$ cat config.mk
export PLATFORM = sky130hd
export DESIGN_NAME = failsafe_brake_ramp_controller_core
export DESIGN_NICKNAME = d
export VERILOG_FILES = /design/src/sv/fbrc_pkg.sv /design/src/sv/fbrc_ctrl.sv /design/src/sv/fbrc_dp.sv /design/src/sv/failsafe_brake_ramp_controller_core.sv
export SDC_FILE = /design/constraint.sdc
export NUM_CORES = 1
export LEC_CHECK = 0
export BUFFER_PORTS_ARGS = -buffer_cell sky130_fd_sc_hd__clkbuf_2
export CAP_MARGIN = 25
export CORE_ASPECT_RATIO = 1.1
export CORE_MARGIN = 2
export CORE_UTILIZATION = 30
export CTS_CLUSTER_DIAMETER = 100
export CTS_CLUSTER_SIZE = 28
export DETAILED_ROUTE_END_ITERATION = 10
export MAX_ROUTING_LAYER = met4
export PLACE_DENSITY = 0.58
export SETUP_SLACK_MARGIN = 0.1
export SLEW_MARGIN = 30
export SYNTH_ARGS = -nofsm -noshare
export SYNTH_HDL_FRONTEND = slang
export SYNTH_SLANG_ARGS = --single-unit
$ cat constraint.sdc
create_clock -name clk_i -period 8.94 [get_ports clk_i]
set_input_delay 0.894 -clock clk_i [delete_from_list [all_inputs] [get_ports clk_i]]
set_output_delay 0.894 -clock clk_i [all_outputs]
set_load 0.02 [all_outputs]
$ cat src/sv/fbrc_pkg.sv
`timescale 1ns / 1ps
// Package for the failsafe brake ramp controller: command codes, register
// indexes, controller states, datapath command/status structs, constants.
package fbrc_pkg;

  typedef enum logic [1:0] {
    CmdTick    = 2'd0,
    CmdTrigger = 2'd1,
    CmdClear   = 2'd2,
    CmdQuery   = 2'd3
  } cmd_e;

  typedef enum logic [2:0] {
    RegStopThr  = 3'd0,
    RegStart    = 3'd1,
    RegFinal    = 3'd2,
    RegDuration = 3'd3,
    RegPollMs   = 3'd4
  } reg_idx_e;

  typedef enum logic [1:0] {
    ClrOk      = 2'd0,
    ClrMoving  = 2'd1,
    ClrFault   = 2'd2
  } clr_e;

  typedef enum logic [2:0] {
    StIdle,
    StExec,
    StMul,
    StDivInit,
    StDiv,
    StFin
  } ctrl_state_e;

  localparam logic [1:0]  CauseManual   = 2'd0;
  localparam logic [1:0]  CauseBusFault = 2'd2;
  localparam logic [7:0]  NeutralLevel  = 8'd128;

  localparam logic [15:0] RstStopThr    = 16'd300;
  localparam logic [7:0]  RstStart      = 8'd109;
  localparam logic [7:0]  RstFinal      = 8'd100;
  localparam logic [15:0] RstDuration   = 16'd10000;
  localparam logic [15:0] RstPollMs     = 16'd100;

  // drop numerator: 8b level span x 16b time, plus rounding addend
  localparam int ProdW   = 24;
  localparam int DivBits = ProdW + 1;
  localparam int CntW    = $clog2(DivBits);

  typedef struct packed {
    logic capture;
    logic exec;
    logic mul;
    logic div_init;
    logic div_step;
    logic load_out;
  } dp_cmd_t;

  typedef struct packed {
    logic need_ramp;
  } dp_stat_t;

endpackage

$ cat src/sv/fbrc_ctrl.sv
`timescale 1ns / 1ps
// Sequencer for the brake ramp controller: item handshake, divider step
// count and output register valid. Uses fbrc_pkg.
module fbrc_ctrl import fbrc_pkg::*; (
  input  logic     clk_i,
  input  logic     rst_ni,
  input  logic     in_valid_i,
  output logic     in_ready_o,
  output logic     out_valid_o,
  input  logic     out_ready_i,
  input  dp_stat_t stat_i,
  output dp_cmd_t  cmd_o
);

  localparam logic [CntW-1:0] DivLast = CntW'(DivBits - 1);

  ctrl_state_e     state_q, state_d;
  logic [CntW-1:0] cnt_q, cnt_d;
  logic            ovalid_q, ovalid_d;

  always_ff @(posedge clk_i or negedge rst_ni) begin
    if (!rst_ni) begin
      state_q  <= StIdle;
      cnt_q    <= '0;
      ovalid_q <= 1'b0;
    end else begin
      state_q  <= state_d;
      cnt_q    <= cnt_d;
      ovalid_q <= ovalid_d;
    end
  end

  always_comb begin
    state_d  = state_q;
    cnt_d    = cnt_q;
    cmd_o    = '0;
    ovalid_d = ovalid_q && !out_ready_i;
    unique case (state_q)
      StIdle: begin
        if (in_valid_i) begin
          cmd_o.capture = 1'b1;
          state_d       = StExec;
        end
      end
      StExec: begin
        cmd_o.exec = 1'b1;
        state_d    = stat_i.need_ramp ? StMul : StFin;
      end
      StMul: begin
        cmd_o.mul = 1'b1;
        state_d   = StDivInit;
      end
      StDivInit: begin
        cmd_o.div_init = 1'b1;
        cnt_d          = '0;
        state_d        = StDiv;
      end
      StDiv: begin
        cmd_o.div_step = 1'b1;
        cnt_d          = cnt_q + 1'b1;
        if (cnt_q == DivLast) state_d = StFin;
      end
      StFin: begin
        // result register frees up this cycle or already is empty
        if (!ovalid_q || out_ready_i) begin
          cmd_o.load_out = 1'b1;
          ovalid_d       = 1'b1;
          state_d        = StIdle;
        end
      end
      default: state_d = StIdle;
    endcase
  end

  assign in_ready_o  = (state_q == StIdle);
  assign out_valid_o = ovalid_q;

endmodule

$ cat src/sv/fbrc_dp.sv
`timescale 1ns / 1ps
// Datapath of the brake ramp controller: config registers, latch state,
// item and result registers, ramp multiply and restoring divider. Uses fbrc_pkg.
module fbrc_dp import fbrc_pkg::*; (
  input  logic        clk_i,
  input  logic        rst_ni,
  input  logic        cfg_we_i,
  input  logic [2:0]  cfg_addr_i,
  input  logic [15:0] cfg_wdata_i,
  input  dp_cmd_t     cmd_i,
  output dp_stat_t    stat_o,
  input  logic [1:0]  command_i,
  input  logic [1:0]  cause_i,
  input  logic        bus_fault_i,
  input  logic [30:0] max_abs_speed_i,
  input  logic [7:0]  motor_id_i,
  input  logic signed [31:0] motor_speed_i,
  output logic        failsafe_on_o,
  output logic [1:0]  active_cause_o,
  output logic [1:0]  clear_status_o,
  output logic        send_brake_o,
  output logic [7:0]  target_id_o,
  output logic [7:0]  brake_level_o
);

  // configuration
  logic [15:0] stop_thr_q, dur_q, poll_ms_q;
  logic [7:0]  start_q, final_q;

  always_ff @(posedge clk_i or negedge rst_ni) begin
    if (!rst_ni) begin
      stop_thr_q <= RstStopThr;
      start_q    <= RstStart;
      final_q    <= RstFinal;
      dur_q      <= RstDuration;
      poll_ms_q  <= RstPollMs;
    end else if (cfg_we_i) begin
      unique case (cfg_addr_i)
        RegStopThr:  stop_thr_q <= cfg_wdata_i;
        RegStart:    start_q    <= cfg_wdata_i[7:0];
        RegFinal:    final_q    <= cfg_wdata_i[7:0];
        RegDuration: dur_q      <= cfg_wdata_i;
        RegPollMs:   poll_ms_q  <= cfg_wdata_i;
        default: ;
      endcase
    end
  end

  // latch state
  logic        latched_q, latched_d;
  logic [1:0]  cause_q, cause_d;
  logic [15:0] elapsed_q, elapsed_d;
  logic [15:0] poll_q, poll_d;

  always_ff @(posedge clk_i or negedge rst_ni) begin
    if (!rst_ni) begin
      latched_q <= 1'b0;
      cause_q   <= CauseManual;
      elapsed_q <= '0;
      poll_q    <= '0;
    end else if (cmd_i.exec) begin
      latched_q <= latched_d;
      cause_q   <= cause_d;
      elapsed_q <= elapsed_d;
      poll_q    <= poll_d;
    end
  end

  // captured item
  cmd_e        icmd_q;
  logic [1:0]  icause_q;
  logic        ibf_q;
  logic [30:0] iabs_q;
  logic [7:0]  iid_q;
  logic [31:0] ispeed_q;

  always_ff @(posedge clk_i) begin
    if (cmd_i.capture) begin
      icmd_q   <= cmd_e'(command_i);
      icause_q <= cause_i;
      ibf_q    <= bus_fault_i;
      iabs_q   <= max_abs_speed_i;
      iid_q    <= motor_id_i;
      ispeed_q <= motor_speed_i;
    end
  end

  logic [15:0] elapsed_inc, poll_inc, t_lim;
  logic [7:0]  fin_clamp, span;
  logic        poll_hit, forward, moving, need_ramp;
  clr_e        clr_d;
  logic        send_d;
  logic [7:0]  id_d, lvl_d;

  assign elapsed_inc = (latched_q && elapsed_q != 16'hFFFF) ? elapsed_q + 16'd1 : elapsed_q;
  assign poll_inc    = (poll_q != 16'hFFFF) ? poll_q + 16'd1 : poll_q;
  assign poll_hit    = (poll_inc >= poll_ms_q);
  assign fin_clamp   = (final_q > start_q) ? start_q : final_q;
  assign span        = start_q - fin_clamp;
  assign t_lim       = (elapsed_q < dur_q) ? elapsed_q : dur_q;
  assign forward     = !ispeed_q[31] && (ispeed_q[30:0] > {15'd0, stop_thr_q});
  assign moving      = (iabs_q >= {15'd0, stop_thr_q});
  assign need_ramp   = (icmd_q == CmdQuery) && latched_q && forward && (dur_q != 16'd0);
  assign stat_o.need_ramp = need_ramp;

  always_comb begin
    latched_d = latched_q;
    cause_d   = cause_q;
    elapsed_d = elapsed_q;
    poll_d    = poll_q;
    clr_d     = ClrOk;
    send_d    = 1'b0;
    id_d      = '0;
    lvl_d     = NeutralLevel;
    unique case (icmd_q)
      CmdTick: begin
        elapsed_d = elapsed_inc;
        poll_d    = poll_inc;
        if (poll_hit) begin
          poll_d = '0;
          if (ibf_q && !latched_q) begin
            latched_d = 1'b1;
            cause_d   = CauseBusFault;
            elapsed_d = '0;
          end
        end
      end
      CmdTrigger: begin
        if (!latched_q) begin
          latched_d = 1'b1;
          cause_d   = icause_q;
          elapsed_d = '0;
        end
      end
      CmdClear: begin
        if (latched_q) begin
          if (moving) clr_d = ClrMoving;
          else if (cause_q == CauseBusFault && ibf_q) clr_d = ClrFault;
          else latched_d = 1'b0;
        end
      end
      CmdQuery: begin
        if (latched_q) begin
          send_d = 1'b1;
          id_d   = iid_q;
          // zero duration: ramp complete, final level
          if (forward) lvl_d = fin_clamp;
        end
      end
      default: ;
    endcase
  end

  // per-item result, held until the output register loads
  clr_e       clr_q;
  logic       send_q, use_ramp_q;
  logic [7:0] id_q, lvl_q;

  always_ff @(posedge clk_i) begin
    if (cmd_i.exec) begin
      clr_q      <= clr_d;
      send_q     <= send_d;
      id_q       <= id_d;
      lvl_q      <= lvl_d;
      use_ramp_q <= need_ramp;
    end
  end

  // drop = ceil(span * t / duration), one quotient bit per cycle
  logic [ProdW-1:0]   prod_q;
  logic [DivBits-1:0] quo_q;
  logic [15:0]        rem_q;
  logic [16:0]        trial;
  logic               fits;

  assign trial = {rem_q, quo_q[DivBits-1]};
  assign fits  = (trial >= {1'b0, dur_q});

  always_ff @(posedge clk_i) begin
    if (cmd_i.mul) begin
      prod_q <= {{(ProdW-8){1'b0}}, span} * {{(ProdW-16){1'b0}}, t_lim};
    end
    if (cmd_i.div_init) begin
      rem_q <= '0;
      quo_q <= {1'b0, prod_q} + {{(DivBits-16){1'b0}}, dur_q} - {{(DivBits-1){1'b0}}, 1'b1};
    end else if (cmd_i.div_step) begin
      rem_q <= fits ? 16'(trial - {1'b0, dur_q}) : trial[15:0];
      quo_q <= {quo_q[DivBits-2:0], fits};
    end
  end

  // output register
  logic       on_q, send_oq;
  logic [1:0] acause_q, clr_oq;
  logic [7:0] tid_q, blevel_q;

  always_ff @(posedge clk_i) begin
    if (cmd_i.load_out) begin
      on_q     <= latched_q;
      acause_q <= cause_q;
      clr_oq   <= clr_q;
      send_oq  <= send_q;
      tid_q    <= id_q;
      blevel_q <= use_ramp_q ? start_q - quo_q[7:0] : lvl_q;
    end
  end

  assign failsafe_on_o  = on_q;
  assign active_cause_o = acause_q;
  assign clear_status_o = clr_oq;
  assign send_brake_o   = send_oq;
  assign target_id_o    = tid_q;
  assign brake_level_o  = blevel_q;

endmodule

$ cat src/sv/failsafe_brake_ramp_controller_core.sv
`timescale 1ns / 1ps
// Top level of the failsafe brake ramp controller: stream ports, config
// port, sequencer and datapath. Uses fbrc_pkg, fbrc_ctrl, fbrc_dp.
//
//  channel   | dir | beat
//  ----------+-----+---------------------------------------------------
//  s_axis    | in  | one command (tick, trigger, try clear, brake query)
//  m_axis    | out | one result beat per command beat
//  cfg       | in  | register write, no wait, no read-back
//
// Tick, trigger, try clear and a query without ramp go accept, exec, final
// step, result registered from the final step; a brake query that ramps
// runs exec, multiply, divider setup, then the 25-step restoring divider
// (one quotient bit per cycle), then the final step.
// Reset puts the latch idle and loads the default register values.
// A new beat is accepted while a finished result waits on m_axis; the
// block stalls in its final step only when a second result is ready.
module failsafe_brake_ramp_controller_core import fbrc_pkg::*; (
  input  logic        clk_i,
  input  logic        rst_ni,
  input  logic        s_axis_tvalid_i,
  output logic        s_axis_tready_o,
  // [1:0] cause, [2] bus_fault, [33:3] max_abs_speed, [41:34] motor_id,
  // [73:42] motor_speed, [79:74] zero
  input  logic [79:0] s_axis_tdata_i,
  // [1:0] command
  input  logic [1:0]  s_axis_tuser_i,
  output logic        m_axis_tvalid_o,
  input  logic        m_axis_tready_i,
  // [0] failsafe_on, [2:1] active_cause, [4:3] clear_status,
  // [12:5] target_id, [20:13] brake_level, [23:21] zero
  output logic [23:0] m_axis_tdata_o,
  // [0] send_brake
  output logic        m_axis_tuser_o,
  input  logic        cfg_we_i,
  input  logic [2:0]  cfg_addr_i,
  input  logic [15:0] cfg_wdata_i
);

  dp_cmd_t    cmd;
  dp_stat_t   stat;
  logic       on, send;
  logic [1:0] acause, clr;
  logic [7:0] tid, level;

  fbrc_ctrl u_ctrl (
    .clk_i       (clk_i),
    .rst_ni      (rst_ni),
    .in_valid_i  (s_axis_tvalid_i),
    .in_ready_o  (s_axis_tready_o),
    .out_valid_o (m_axis_tvalid_o),
    .out_ready_i (m_axis_tready_i),
    .stat_i      (stat),
    .cmd_o       (cmd)
  );

  fbrc_dp u_dp (
    .clk_i           (clk_i),
    .rst_ni          (rst_ni),
    .cfg_we_i        (cfg_we_i),
    .cfg_addr_i      (cfg_addr_i),
    .cfg_wdata_i     (cfg_wdata_i),
    .cmd_i           (cmd),
    .stat_o          (stat),
    .command_i       (s_axis_tuser_i),
    .cause_i         (s_axis_tdata_i[1:0]),
    .bus_fault_i     (s_axis_tdata_i[2]),
    .max_abs_speed_i (s_axis_tdata_i[33:3]),
    .motor_id_i      (s_axis_tdata_i[41:34]),
    .motor_speed_i   (s_axis_tdata_i[73:42]),
    .failsafe_on_o   (on),
    .active_cause_o  (acause),
    .clear_status_o  (clr),
    .send_brake_o    (send),
    .target_id_o     (tid),
    .brake_level_o   (level)
  );

  assign m_axis_tdata_o = {3'd0, level, tid, clr, acause, on};
  assign m_axis_tuser_o = send;

endmodule

Yosys cells after proc, flatten, opt, wreduce, memory -nomap -nowiden

Index checks and enable logic that the tools add are counted.

Logic and storage cells: 149
Output and inout port bits: 27
Bits of input ports: 106
Register bits: 291

Add/sub/neg operators: 8
Reduce and logical (&&, ||, !) cells: 35
Eq/ne operators: 22
Magnitude comparators: 6
Bitwise logic cells: 2
Multipliers: 1
Mux-type cells: 42

Operators by type and width:

| cell                  | count |
|---|---|
| $mux 16               | 8 |
| $mux 25               | 2 |
| $add 16x1->16 const B | 2 |
| $ne 16x16->1 const B  | 2 |
| $pmux 16 s2           | 1 |
| $ge 31x16->1          | 1 |
| $gt 31x16->1          | 1 |
| $add 24x16->25        | 1 |
| $sub 25x1->25 const B | 1 |
| $mul 8x16->24         | 1 |
| $pmux 3 s6            | 1 |
| $ge 17x16->1          | 1 |
| $mux 1                | 17 |
| $ge 16x16->1          | 1 |
| $lt 16x16->1          | 1 |
| $mux 8                | 2 |
| $reduce_and 2->1      | 8 |
| $reduce_bool 16->1    | 1 |
| $sub 16x16->16        | 1 |
| $sub 8x8->8           | 2 |
| $eq 3x2->1 const B    | 4 |
| $mux 3                | 4 |
| $pmux 5 s2            | 1 |
| $eq 3x3->1 const B    | 3 |
| 23 further kinds      | 49 |

Depth between registers and ports, before layout

Gate-level depths: netlist of the first run.

Word-level depth: 6
Gate-level depth with buffers: 39
Depth with buffers taken out: 38

Hierarchy

From an unflattened synthesis of the first run, not the netlist that was laid out.

Cell total of the unflattened synthesis: 1,962
Area, all modules: 20,016.7 um^2

Modules (own cells, without submodules):

| module                              | sequential area each (um^2) | times used | area an instance (um^2) | cells an instance |
|---|---|---|---|---|
| fbrc_dp                             | 7,837.5                     | 1          | 19,438.6                | 1,904 |
| fbrc_ctrl                           | 225.2                       | 1          | 544.3                   | 53 |
| failsafe_brake_ramp_controller_core | 0.0                         | 1          | 33.8                    | 5 |

Worst setup path after synthesis of the first run

Ideal clock, no wire load.

Path kind: register to register
Start: register u_dp.start_q[3]
End: register u_dp.prod_q[22], data pin
Data arrival time: 8.312 ns
Required time: 8.682 ns
Path buffers: 2
Library setup time: 0.258 ns
Period minus slack after synthesis: 8.570 ns
Path slack: 0.370 ns
Stages on the path, launching flop included: 39
Cells stage by stage: dfstp_2 inv_1 ha_1 a21oi_1 nor2b_1 o311ai_1 a21boi_0 o21ai_2 clkbuf_1 nand2_1 o21ai_0 ha_1 inv_1 ha_1 a21oi_1 maj3_1 a21oi_1 maj3_2 [3 not listed] buf_6 nor2_1 fa_1 fa_1 fa_1 inv_1 fa_1 inv_1 ha_1 a21o_1 a21oi_1 nor3b_1 nor2_1 a31oi_1 nand4_1 a31o_2 a21oi_1 xnor2_1

Cells in the longest elaborated chain, start to end: 4

RTL lines:

| element                     | line           | RTL |
|---|---|---|
| start, declared             | fbrc_dp.sv:28  | `logic [7:0] start_q, final_q;` |
| start signal, assigned      | fbrc_dp.sv:33  | `start_q <= RstStart;` |
| start signal, assigned      | fbrc_dp.sv:40  | `RegStart: start_q <= cfg_wdata_i[7:0];` |
| $gt 8x8->1                  | fbrc_dp.sv:98  | `assign fin_clamp = (final_q > start_q) ? start_q : final_q;` |
| $mux 8                      | fbrc_dp.sv:98  |  |
| named net u_dp.fin_clamp[0] | fbrc_dp.sv:89  | `logic [7:0] fin_clamp, span;` |
| $sub 8x8->8                 | fbrc_dp.sv:99  | `assign span = start_q - fin_clamp;` |
| $mul 8x16->24               | fbrc_dp.sv:181 | `prod_q <= {{(ProdW-8){1'b0}}, span} * {{(ProdW-16){1'b0}}, t_lim};` |
| end signal, assigned        | fbrc_dp.sv:181 |  |
| end, declared               | fbrc_dp.sv:170 | `logic [ProdW-1:0] prod_q;` |

The timed path passes the listed nets, and every way through them passes these cells.
A chain may end at the register's enable or synchronous reset.

Worst setup path in the final report of the first run

Start: register u_dp.start_q[3]
End: register u_dp.prod_q[23], data pin

The elaborated chain is that of the path after synthesis.

==> qor.txt, run 1 <==
number of synthesized flops with an enable pin -> 167
multi-input combinational cell area -> 0.01073 sq mm
worst r2r path cells -> 37
pin slew with the least headroom to its limit -> 0.9423 ns
leakage power -> 10.03 nW
Synth area leader -> edfxtp_1
Max Slew Vio Count -> 0
first-pass GRT wire length -> 76.94 mm
drt pass-1 iters -> 5
initial core utilization -> 30.18%
DIE HEIGHT -> 274.3 um
Slew headroom -> 37.18%
Design Area, Final -> 0.02226 sq mm
DR iter-0 viols -> 783
CP peak stage delay -> 0.60 ns
HPWL after DPL -> 37.93 mm
predominant post-synthesis flop cell -> edfxtp_1
dpl ws -> 0.2189 ns
Setup crit end kind -> register
Avg Cell Area, Syn -> 10.11 sq um
GR Util met2 -> 24.07%
CTS Hold Bufs -> 0
RR Startpoint -> u_dp.start_q[3]
top-area cell type share of the netlist area -> 25.16%
Arr. time, crit path -> 8.71 ns
# nets final -> 2472
ys async rst share -> 37.11%
FF-to-FF End -> u_dp.prod_q[23]
pwr dens -> 236.8 mW/mm^2
GR Util All Layers -> 14.38%
met1 Track Usage GR -> 18.30%
Ant. Diodes -> 0
post-synthesis sequential area ratio -> 40.46%
final worst setup slack -> 0.5103 ns
status -> finished clean
synth warn -> 0
Ports -> 133
Post-DP Area -> 0.02158 sq mm
Layout area overhead -> 11.69%
Area contributors post-synth -> edfxtp_1, ha_1, dfrtp_1
initial antenna violation count -> 0
Crit Path Class -> register to register
FF+latch area -> 0.008063 sq mm
drc violations -> 0
vias per cell -> 4.896
Reg clk slew, reported paths -> 0.11 ns
Filler cells -> 6612
worst min path class -> input port to asynchronous set/reset pin
maxcap violations -> 0
Max Clock Freq -> 118.6 MHz
RSZ-0062 raised after global routing -> false
Core Footprint -> 0.06602 sq mm
IO buf count -> 123
Critical Path Source Type -> register
die area -> 0.06851 sq mm
critical path's slowest cell -> dfstp_2
vias -> 14.50k
CTS tree -> built
Critical Path RT -> 9.22 ns
drt wl/cell -> 16.45 um
R2R Setup Slk -> 0.51 ns
Crit path top cell by count -> inv_1
number of placement rows -> 99
Placer Congestion -> 0.8674
CP max FO -> 11
clk_lat worst skew -> 0.56 ns
Cell variety after synth -> 82
vias in the first global route -> 14.53k
Clock Path Buffers -> 3
final hold slack -> 0.3032 ns
Worst Skew -> 0.03381 ns
total CTS buffers -> 16
synthesis-stage register bit count -> 291
Hold Vio Cnt, Final -> 0
total grt overflow -> 0
clk root buf -> clkbuf_16
Num Clock Sinks -> 291
min Tclk post-route -> 8.430 ns
Die Span X -> 249.7 um
pin count of the biggest net entering global routing -> 74
Post-Route WL -> 48.73 mm
share of cells above drive strength 1 -> 14.07%
TNS Setup -> 0 ns
maximum vdd drop -> 126.1 uV
H-tree Lvls -> 1
final-report setup violation count -> 0
met3 Use GR -> 1.813%
synthesized netlist cell count -> 1972
crit share post-route -> 94.29%
synthesized area -> 0.01993 sq mm
DRT antenna net count -> 0
grt peak-use layer -> met2
[sequential cells by signal (all words and copies together) (netlist names), 16 cells and up]
signal / cells
u_dp.ispeed_q: 32
u_dp.iabs_q: 31
u_dp.quo_q: 25
u_dp.prod_q: 24
u_dp.dur_q: 16
u_dp.elapsed_q: 16
u_dp.poll_ms_q: 16
u_dp.poll_q: 16
u_dp.rem_q: 16
u_dp.stop_thr_q: 16
[where the power goes]
group | internal (W) | total [W] | switching (W)
clock | 0.000375 | 0.000882 | 0.000507
sequential | 0.00183 | 0.00203 | 0.000199
combinational | 0.000914 | 0.00236 | 0.00145
total | 0.00312 | 0.00527 | 0.00215
[placed cells by master, fill, tap and decap left out, drive strengths merged, types with 17 or more instances in the layout]
| cell | count |
|---|---|
| ha | 185 |
| and3 | 19 |
| nand2 | 167 |
| nand2b | 34 |
| nand4 | 18 |
| nor2 | 152 |
| mux2 | 34 |
| o21ai | 156 |
| nor2b | 26 |
| fa | 87 |
| buf | 29 |
| xnor2 | 43 |
| inv | 275 |
| edfxtp | 167 |
| or2 | 25 |
| a21oi | 81 |
| clkbuf | 143 |
| dfrtp | 88 |
| and2 | 17 |
| mux2i | 32 |
| nand3 | 42 |
| a21o | 45 |
| dfstp | 20 |
| xor2 | 31 |
[synthesized netlist by cell type (16+ instances only)]
cell and n:
inv_1 270, ha_1 185, edfxtp_1 167, nand2_1 167, nor2_1 152, o21ai_0 151
dfrtp_1 88, fa_1 87, a21oi_1 80, a21o_1 45, xnor2_1 43, nand3_1 42
mux2_2 34, nand2b_1 34, clkbuf_1 33, xor2_1 30, nor2b_1 26, mux2i_1 24
or2_2 23, dfstp_2 20, and3_1 19, nand4_1 18, and2_1 17, dfxtp_1 16
nor3_1 16, nor4_1 16
[timing repair]
item | 4_1_cts | 5_1_grt
endpoints found under the setup margin | 0 | 12
setup buffers | 0 | 6
gates resized for setup | 0 | 22
[stage by stage]
step	cells	util [%]	total power, W
floorplan	1974	-	0.003659
global placement	2928	32.69	0.004303
detailed placement	2928	32.69	0.004375
CTS	2956	33.51	0.005270
global route	2962	33.71	0.005652
finish	2962	33.71	0.005270
[routing by layer]
layer  vias up  share of wire [%]
li1       7004                  -
met1      7071                 45
met2       360                 48
met3        67                4.8
met4         0                2.8
met5         -                  0
[critical path, delay by kind of cell (launching register included)]
family / cells / cell delay, ns
DFF: 1 / 0.60
muxes: 1 / 0.30
buffers and inverters: 7 / 0.61
AOI/OAI and AO/OA: 13 / 2.22
adders and majority gates: 10 / 3.60
and+or+nand+nor: 4 / 0.66
xor gates and xnor gates: 2 / 0.18
[cell families (layout without fill, tap and decap cells)]
kind of cell	count (synthesis)	count (layout)	share of synthesized area (%)
other cells	1	3	0.01882
simple gates	557	557	13.34
flops	291	291	40.46
xor+xnor	74	74	3.290
buf+inv	320	450	6.297
fa+ha+maj	276	276	20.56
mux	66	66	4.031
compound gates	387	387	12.00
[worst max-delay path by stage]
stage | cells after the start | from | slack, ns | endpoint
2_1_floorplan | 38 | u_dp.start_q[3] | 0.37 | u_dp.prod_q[22]
3_3_place_gp | 37 | u_dp.start_q[3] | 0.25 | u_dp.prod_q[22]
3_5_place_dp | 36 | u_dp.start_q[3] | 0.22 | u_dp.prod_q[23]
4_1_cts | 36 | u_dp.start_q[3] | 0.14 | u_dp.prod_q[23]
5_1_grt | 36 | u_dp.start_q[3] | 0.07 | u_dp.prod_q[23]
6_report | 37 | u_dp.start_q[3] | 0.51 | u_dp.prod_q[23]
[area by class of cell]
type	instances	area share (%)
Clock buffer	21	1.979
Clock inverter	7	0.4497
Multi-Input combinational cell	1363	48.20
Sequential cell	291	36.22
Inverter	271	4.570
Tap cell	858	4.823
Timing Repair Buffer	151	3.755
No activity file was read; power rests on OpenSTA's default activity.
==> run 2: changes to the inputs <==
--- a/config.mk
+++ b/config.mk
@@ -5,16 +5,15 @@
 export SDC_FILE = /design/constraint.sdc
 export NUM_CORES = 1
 export LEC_CHECK = 0
-export BUFFER_PORTS_ARGS = -buffer_cell sky130_fd_sc_hd__clkbuf_2
-export CAP_MARGIN = 25
 export CORE_ASPECT_RATIO = 1.1
 export CORE_MARGIN = 2
 export CORE_UTILIZATION = 30
 export CTS_CLUSTER_DIAMETER = 100
 export CTS_CLUSTER_SIZE = 28
 export DETAILED_ROUTE_END_ITERATION = 10
+export DONT_BUFFER_PORTS = 1
 export MAX_ROUTING_LAYER = met4
-export PLACE_DENSITY = 0.58
+export PLACE_DENSITY = 0.56
 export SETUP_SLACK_MARGIN = 0.1
 export SLEW_MARGIN = 30
 export SYNTH_ARGS = -nofsm -noshare
==> qor.txt, run 2 (same netlist as run 1, synthesis figures left out) <==
status -> finished clean
first-pass GRT wire length -> 73.19 mm (-4.9%)
total CTS buffers -> 16 (unchanged)
Slew headroom -> 38.98% (+1.8 points)
final-report setup violation count -> 0 (unchanged)
Critical Path RT -> 9.22 ns (about the same)
Setup crit end kind -> register
pwr dens -> 237.2 mW/mm^2 (+0.19%)
FF-to-FF End -> u_dp.prod_q[19]
IO buf count -> 0 (-100%)
Top Registers -> u_dp.ispeed_q: 32 flops, u_dp.iabs_q: 31 flops, u_dp.quo_q: 25 flops
sequential share of power -> 40.5% (+2.0 points)
clk_lat worst skew -> 0.56 ns (about the same)
met3 Use GR -> 2.421% (+0.61 points)
Worst Skew -> 0.04903 ns (+0.01522 ns)
Placer Congestion -> 0.8402 (-3.1%)
share of cells above drive strength 1 -> 8.148% (-5.9 points)
initial antenna violation count -> 3 (+3)
clock share of power -> 16.7% (about the same)
R2R Setup Slk -> 0.54 ns (+0.03 ns)
initial core utilization -> 30.18% (unchanged)
Total Power Consumption -> 0.005114 W (-3.0%)
# nets final -> 2344 (-5.2%)
switching power -> 0.002064 W (-4.1%)
DIE HEIGHT -> 274.3 um (unchanged)
crit share post-route -> 93.95% (-0.34 points)
H-tree Lvls -> 1 (unchanged)
Die Span X -> 249.7 um (unchanged)
Top reg by flops -> u_dp.ispeed_q
vias per cell -> 4.840 (-1.1%)
min Tclk post-route -> 8.400 ns (-0.03016 ns)
Comb power frac -> 42.9% (-1.9 points)
crit path buf inv count -> 6 (-1)
Ports -> 133 (unchanged)
drt pass-1 iters -> 5 (unchanged)
final hold slack -> 0.05104 ns (-0.2521 ns)
GR Util met2 -> 22.53% (-1.5 points)
Layout area overhead -> 8.169%
Critical Path Source Type -> register
Hold Vio Cnt, Final -> 0 (unchanged)
vias -> 13.73k (-5.3%)
max reg flops -> 32 (unchanged)
Worst path top cell family by delay -> adder cells
Internal Power -> 0.003050 W (-2.2%)
leakage power -> 9.485 nW (-5.4%)
commonest cells after routing, fill and taps aside -> inv_1, ha_1, edfxtp_1
grt peak-use layer -> met2
pin slew with the least headroom to its limit -> 0.8899 ns (-0.05247 ns)
Num Clock Sinks -> 291 (unchanged)
DR iter-0 viols -> 908 (+16%)
GR Util All Layers -> 13.70% (-0.68 points)
Reg clk slew, reported paths -> 0.12 ns (about the same)
critical path's slowest cell -> dfstp_2
number of placement rows -> 99 (unchanged)
maximum vdd drop -> 192.2 uV (+52%)
RSZ-0062 raised after global routing -> false
CTS tree -> built
Arr. time, crit path -> 8.67 ns (-0.04 ns)
CP max FO -> 16 (+5)
Core Footprint -> 0.06602 sq mm (unchanged)
RR Startpoint -> u_dp.start_q[2]
DRT antenna net count -> 0 (unchanged)
met1 Track Usage GR -> 17.29% (-1.0 points)
worst min path class -> input port to asynchronous set/reset pin
CP peak stage delay -> 0.58 ns (-0.02 ns)
vias in the first global route -> 13.86k (-4.6%)
total grt overflow -> 0 (unchanged)
Crit path top cell by count -> inv_1
switching power share of the total -> 40.35% (-0.46 points)
die area -> 0.06851 sq mm (unchanged)
Clock Path Buffers -> 3 (unchanged)
drt wl/cell -> 16.16 um (-1.8%)
TNS Setup -> 0 ns (unchanged)
worst r2r path cells -> 36 (-2.7%)
Filler cells -> 6738 (+1.9%)
Max Clock Freq -> 119.1 MHz (+0.36%)
Crit Path Class -> register to register
Max Slew Vio Count -> 0 (unchanged)
Post-Route WL -> 45.84 mm (-5.9%)
maxcap violations -> 0 (unchanged)
clk root buf -> clkbuf_16
HPWL after DPL -> 36.33 mm (-4.2%)
drc violations -> 0 (unchanged)
commonest non-fill, non-tap cell in the layout -> inv_1
pin count of the biggest net entering global routing -> 109 (+47%)
run 2: worst max-delay path by stage:
stage / from / to / slack, ns / cells after the start
after floorplan: u_dp.start_q[3] / u_dp.prod_q[22] / 0.37 / 38
after global placement: u_dp.start_q[3] / u_dp.prod_q[22] / 0.30 / 37
after detailed placement: u_dp.start_q[3] / u_dp.prod_q[22] / 0.20 / 37
after CTS: u_dp.start_q[3] / u_dp.prod_q[22] / 0.11 / 37
after global routing: u_dp.start_q[2] / u_dp.prod_q[22] / 0.13 / 37
final: u_dp.start_q[2] / u_dp.prod_q[19] / 0.54 / 36
run 2: what timing repair did:
item	4_1_cts	5_1_grt
buffers inserted	0	2
setup endpoints to repair	0	10
hold buffers	0	0
gates resized for setup	0	15
run 2: power by group through the flow:
stage                     registers [W]  clock network [W]  logic [W]
after global placement          0.00209                  0    0.00211
after CTS                       0.00207           0.000880    0.00218
after detailed placement        0.00210                  0    0.00216
after global routing            0.00211           0.000920    0.00248
final                           0.00207           0.000852    0.00219
after floorplan                 0.00202                  0    0.00164
run 2: layout make-up:
cell class                      instances  area [sq um]  area share [%]
Multi-Input combinational cell       1363         10690           49.58
Sequential cell                       291          8063           37.40
Tap cell                              858          1074           4.980
Inverter                              271          1017           4.719
Clock buffer                           21         419.2           1.945
Timing Repair Buffer                   23         180.2          0.8358
Clock inverter                          7         108.9          0.5050
Antenna cell                            3         7.507         0.03483
run 2: per-layer routing:
layer / routed length (um) / up-vias
li1: - / 6751
met4: 1341 / 0
met3: 2427 / 58
met2: 21380 / 293
met5: 0 / -
met1: 20690 / 6630
run 2: worst reg2reg max path: cells and delay by family, from the launching register on:
family | cells | cell delay, ns
buffers and inverters | 6 | 0.45
and+or+nand+nor | 4 | 0.65
adders and majority gates | 10 | 3.64
muxes | 1 | 0.28
DFF | 1 | 0.58
AOI/OAI and AO/OA | 13 | 2.36
xor gates and xnor gates | 2 | 0.16
run 2: metrics by stage:
step / setup WS [ns] / std cells / cell area [sq um] / utilization (%)
CTS: 0.1133 / 2832 / 21480 / 32.54
finish: 0.5404 / 2837 / 21560 / 32.65
floorplan: 0.3705 / 1974 / 19940 / -
global placement: 0.3033 / 2804 / 20960 / 31.74
global route: 0.1348 / 2837 / 21560 / 32.65
detailed placement: 0.2036 / 2804 / 20960 / 31.74
==> run 3: changes to the inputs <==
--- a/config.mk
+++ b/config.mk
@@ -12,8 +12,9 @@
 export CTS_CLUSTER_SIZE = 28
 export DETAILED_ROUTE_END_ITERATION = 10
 export DONT_BUFFER_PORTS = 1
+export GPL_TIMING_DRIVEN = 0
 export MAX_ROUTING_LAYER = met4
-export PLACE_DENSITY = 0.56
+export PLACE_DENSITY_LB_ADDON = 0.3
 export SETUP_SLACK_MARGIN = 0.1
 export SLEW_MARGIN = 30
 export SYNTH_ARGS = -nofsm -noshare
==> qor.txt, run 3 (same netlist as run 1, synthesis figures left out) <==
status -> finished clean
RSZ-0062 raised after global routing -> true
CP max FO -> 10 (-6)
share of cells above drive strength 1 -> 8.888% (+0.74 points)
Post-Route WL -> 51.17 mm (+12%)
Num Clock Sinks -> 291 (unchanged)
Max Slew Vio Count -> 0 (unchanged)
HPWL after DPL -> 40.42 mm (+11%)
maximum vdd drop -> 184.4 uV (-4.1%)
Reg clk slew, reported paths -> 0.12 ns (about the same)
clk_lat worst skew -> 0.53 ns (-0.03 ns)
Layout area overhead -> 9.437%
vias -> 14.14k (+2.9%)
drt wl/cell -> 17.80 um (+10%)
final-report setup violation count -> 0 (unchanged)
sequential share of power -> 39.6% (-0.9 points)
Worst Skew -> 0.02552 ns (-0.02351 ns)
Clock Path Buffers -> 3 (unchanged)
Setup crit end kind -> register
pwr dens -> 239.8 mW/mm^2 (+1.1%)
Comb power frac -> 45.1% (+2.2 points)
Arr. time, crit path -> 8.78 ns (+0.11 ns)
Crit Path Class -> register to register
Slew headroom -> 33.69% (-5.3 points)
Crit path top cell by count -> fa_1
number of placement rows -> 99 (unchanged)
Core Footprint -> 0.06602 sq mm (unchanged)
drc violations -> 0 (unchanged)
Post-Route Utilization -> 33.03% (+0.38 points)
commonest cells after routing, fill and taps aside -> inv_1, ha_1, edfxtp_1
switching power share of the total -> 40.95% (+0.60 points)
DRT antenna net count -> 0 (unchanged)
DIE HEIGHT -> 274.3 um (unchanged)
pin slew with the least headroom to its limit -> 0.9670 ns (+0.07709 ns)
Ports -> 133 (unchanged)
IO buf count -> 0 (unchanged)
vias in the first global route -> 14.63k (+5.5%)
Critical Path Source Type -> register
first-pass GRT wire length -> 80.22 mm (+9.6%)
worst min path class -> input port to asynchronous set/reset pin
pin count of the biggest net entering global routing -> 109 (unchanged)
crit share post-route -> 95.11% (+1.2 points)
commonest non-fill, non-tap cell in the layout -> inv_1
vias per cell -> 4.917 (+1.6%)
switching power -> 0.002141 W (+3.8%)
Placer Congestion -> 0.8691 (+3.4%)
critical path's slowest cell -> fa_1
Hold Vio Cnt, Final -> 0 (unchanged)
GR Util All Layers -> 15.25% (+1.6 points)
max reg flops -> 32 (unchanged)
clk root buf -> clkbuf_16
H-tree Lvls -> 1 (unchanged)
DR iter-0 viols -> 686 (-24%)
CTS tree -> built
Die Span X -> 249.7 um (unchanged)
drt pass-1 iters -> 7 (+2)
Filler cells -> 6766 (+0.42%)
maxcap violations -> 0 (unchanged)
Max Clock Freq -> 117.6 MHz (-1.2%)
total grt overflow -> 0 (unchanged)
min Tclk post-route -> 8.502 ns (+0.1029 ns)
TNS Setup -> 0 ns (unchanged)
initial core utilization -> 30.18% (unchanged)
leakage power -> 9.550 nW (+0.68%)
Top reg by flops -> u_dp.ispeed_q
CTS Hold Bufs -> 0 (unchanged)
Internal Power -> 0.003087 W (+1.2%)
total CTS buffers -> 15 (-1)
Critical Path RT -> 9.21 ns (about the same)
CP peak stage delay -> 0.55 ns (-0.03 ns)
clock share of power -> 15.3% (-1.4 points)
die area -> 0.06851 sq mm (unchanged)
Top Registers -> u_dp.ispeed_q: 32 flops, u_dp.iabs_q: 31 flops, u_dp.quo_q: 25 flops
# nets final -> 2384 (+1.7%)
initial antenna violation count -> 4 (+1)
[run 3: changes by cell type in the layout (fill, tap and decap cells not counted), moves of 3 or more]
cell	before	now
buf_2	0	6
clkbuf_1	5	34
buf_6	2	5
buf_4	21	17
ha_1	183	180
clkbuf_2	0	3
a21boi_1	1	4
a21oi_1	79	76
ha_4	0	3
[run 3: worst max-delay path: cells and delay by family (launching register included)]
kind / cells / cell delay [ns]
buf+inv: 6 / 0.89
flops: 1 / 0.49
xor+xnor: 2 / 0.39
fa+ha+maj: 9 / 3.51
compound gates: 11 / 1.75
simple gates: 7 / 0.93
mux: 1 / 0.29
[run 3: timing repair]
item                       CTS  global route
pin swaps                    5            14
buffers inserted             8             5
resized for setup           21            25
setup endpoints to repair   14            11
[run 3: layout make-up]
class	instances	area (sq um)	share of cell area, %
buffer	49	259.0	1.188
antenna	3	7.507	0.03442
tap	858	1074	4.923
timing repair buffer	15	152.6	0.6999
clock buffer	20	394.1	1.807
clock inverter	5	53.80	0.2467
multi-input combinational	1363	10780	49.44
inverter	271	1021	4.682
sequential	291	8065	36.98
[run 3: path summary, 6_finish.rpt]
| check | slack [ns] | from | to | cells after the start |
|---|---|---|---|---|
| min in group clk_i | 0.43 | u_dp.id_q[3] | u_dp.target_id_o[3] | 0 |
| max in group asynchronous | 8.50 | rst_ni | u_dp.stop_thr_q[2] | 0 |
| worst min-delay path | 0.04 | rst_ni | u_ctrl.out_valid_o | 0 |
| worst min register to register | 0.43 | u_dp.id_q[3] | u_dp.target_id_o[3] | 0 |
| worst max register to register | 0.44 | u_dp.start_q[1] | u_dp.prod_q[22] | 36 |
| worst max-delay path | 0.44 | u_dp.start_q[1] | u_dp.prod_q[22] | 36 |
[run 3: through the flow]
step	area (sq um)	hold WS [ns]	instances	power (W)	worst slack, ns
floorplan	19940	0.4003	1974	0.003659	0.3705
global placement	21010	0.4030	2832	0.004275	-1.047
detailed placement	21080	0.4077	2834	0.004348	-1.180
CTS	21670	0.02368	2867	0.005218	0.1267
global route	21810	0.007338	2875	0.005626	0.05645
finish	21810	0.03748	2875	0.005229	0.4376
[run 3: power groups by stage]
stage / Combinational (W) / Clock (W) / Sequential, W
after detailed placement: 0.00225 / 0 / 0.00210
after global placement: 0.00217 / 0 / 0.00211
after floorplan: 0.00164 / 0 / 0.00202
final: 0.00236 / 0.000798 / 0.00207
after global routing: 0.00265 / 0.000868 / 0.00211
after CTS: 0.00232 / 0.000825 / 0.00207
[run 3: layer usage]
| layer | GRT usage (%) | wire length, um |
|---|---|---|
| met2 | 26.37 | 24930 |
| met5 | - | 0 |
| met1 | 18.37 | 22410 |
| met4 | 4.106 | 1293 |
| met3 | 2.563 | 2539 |
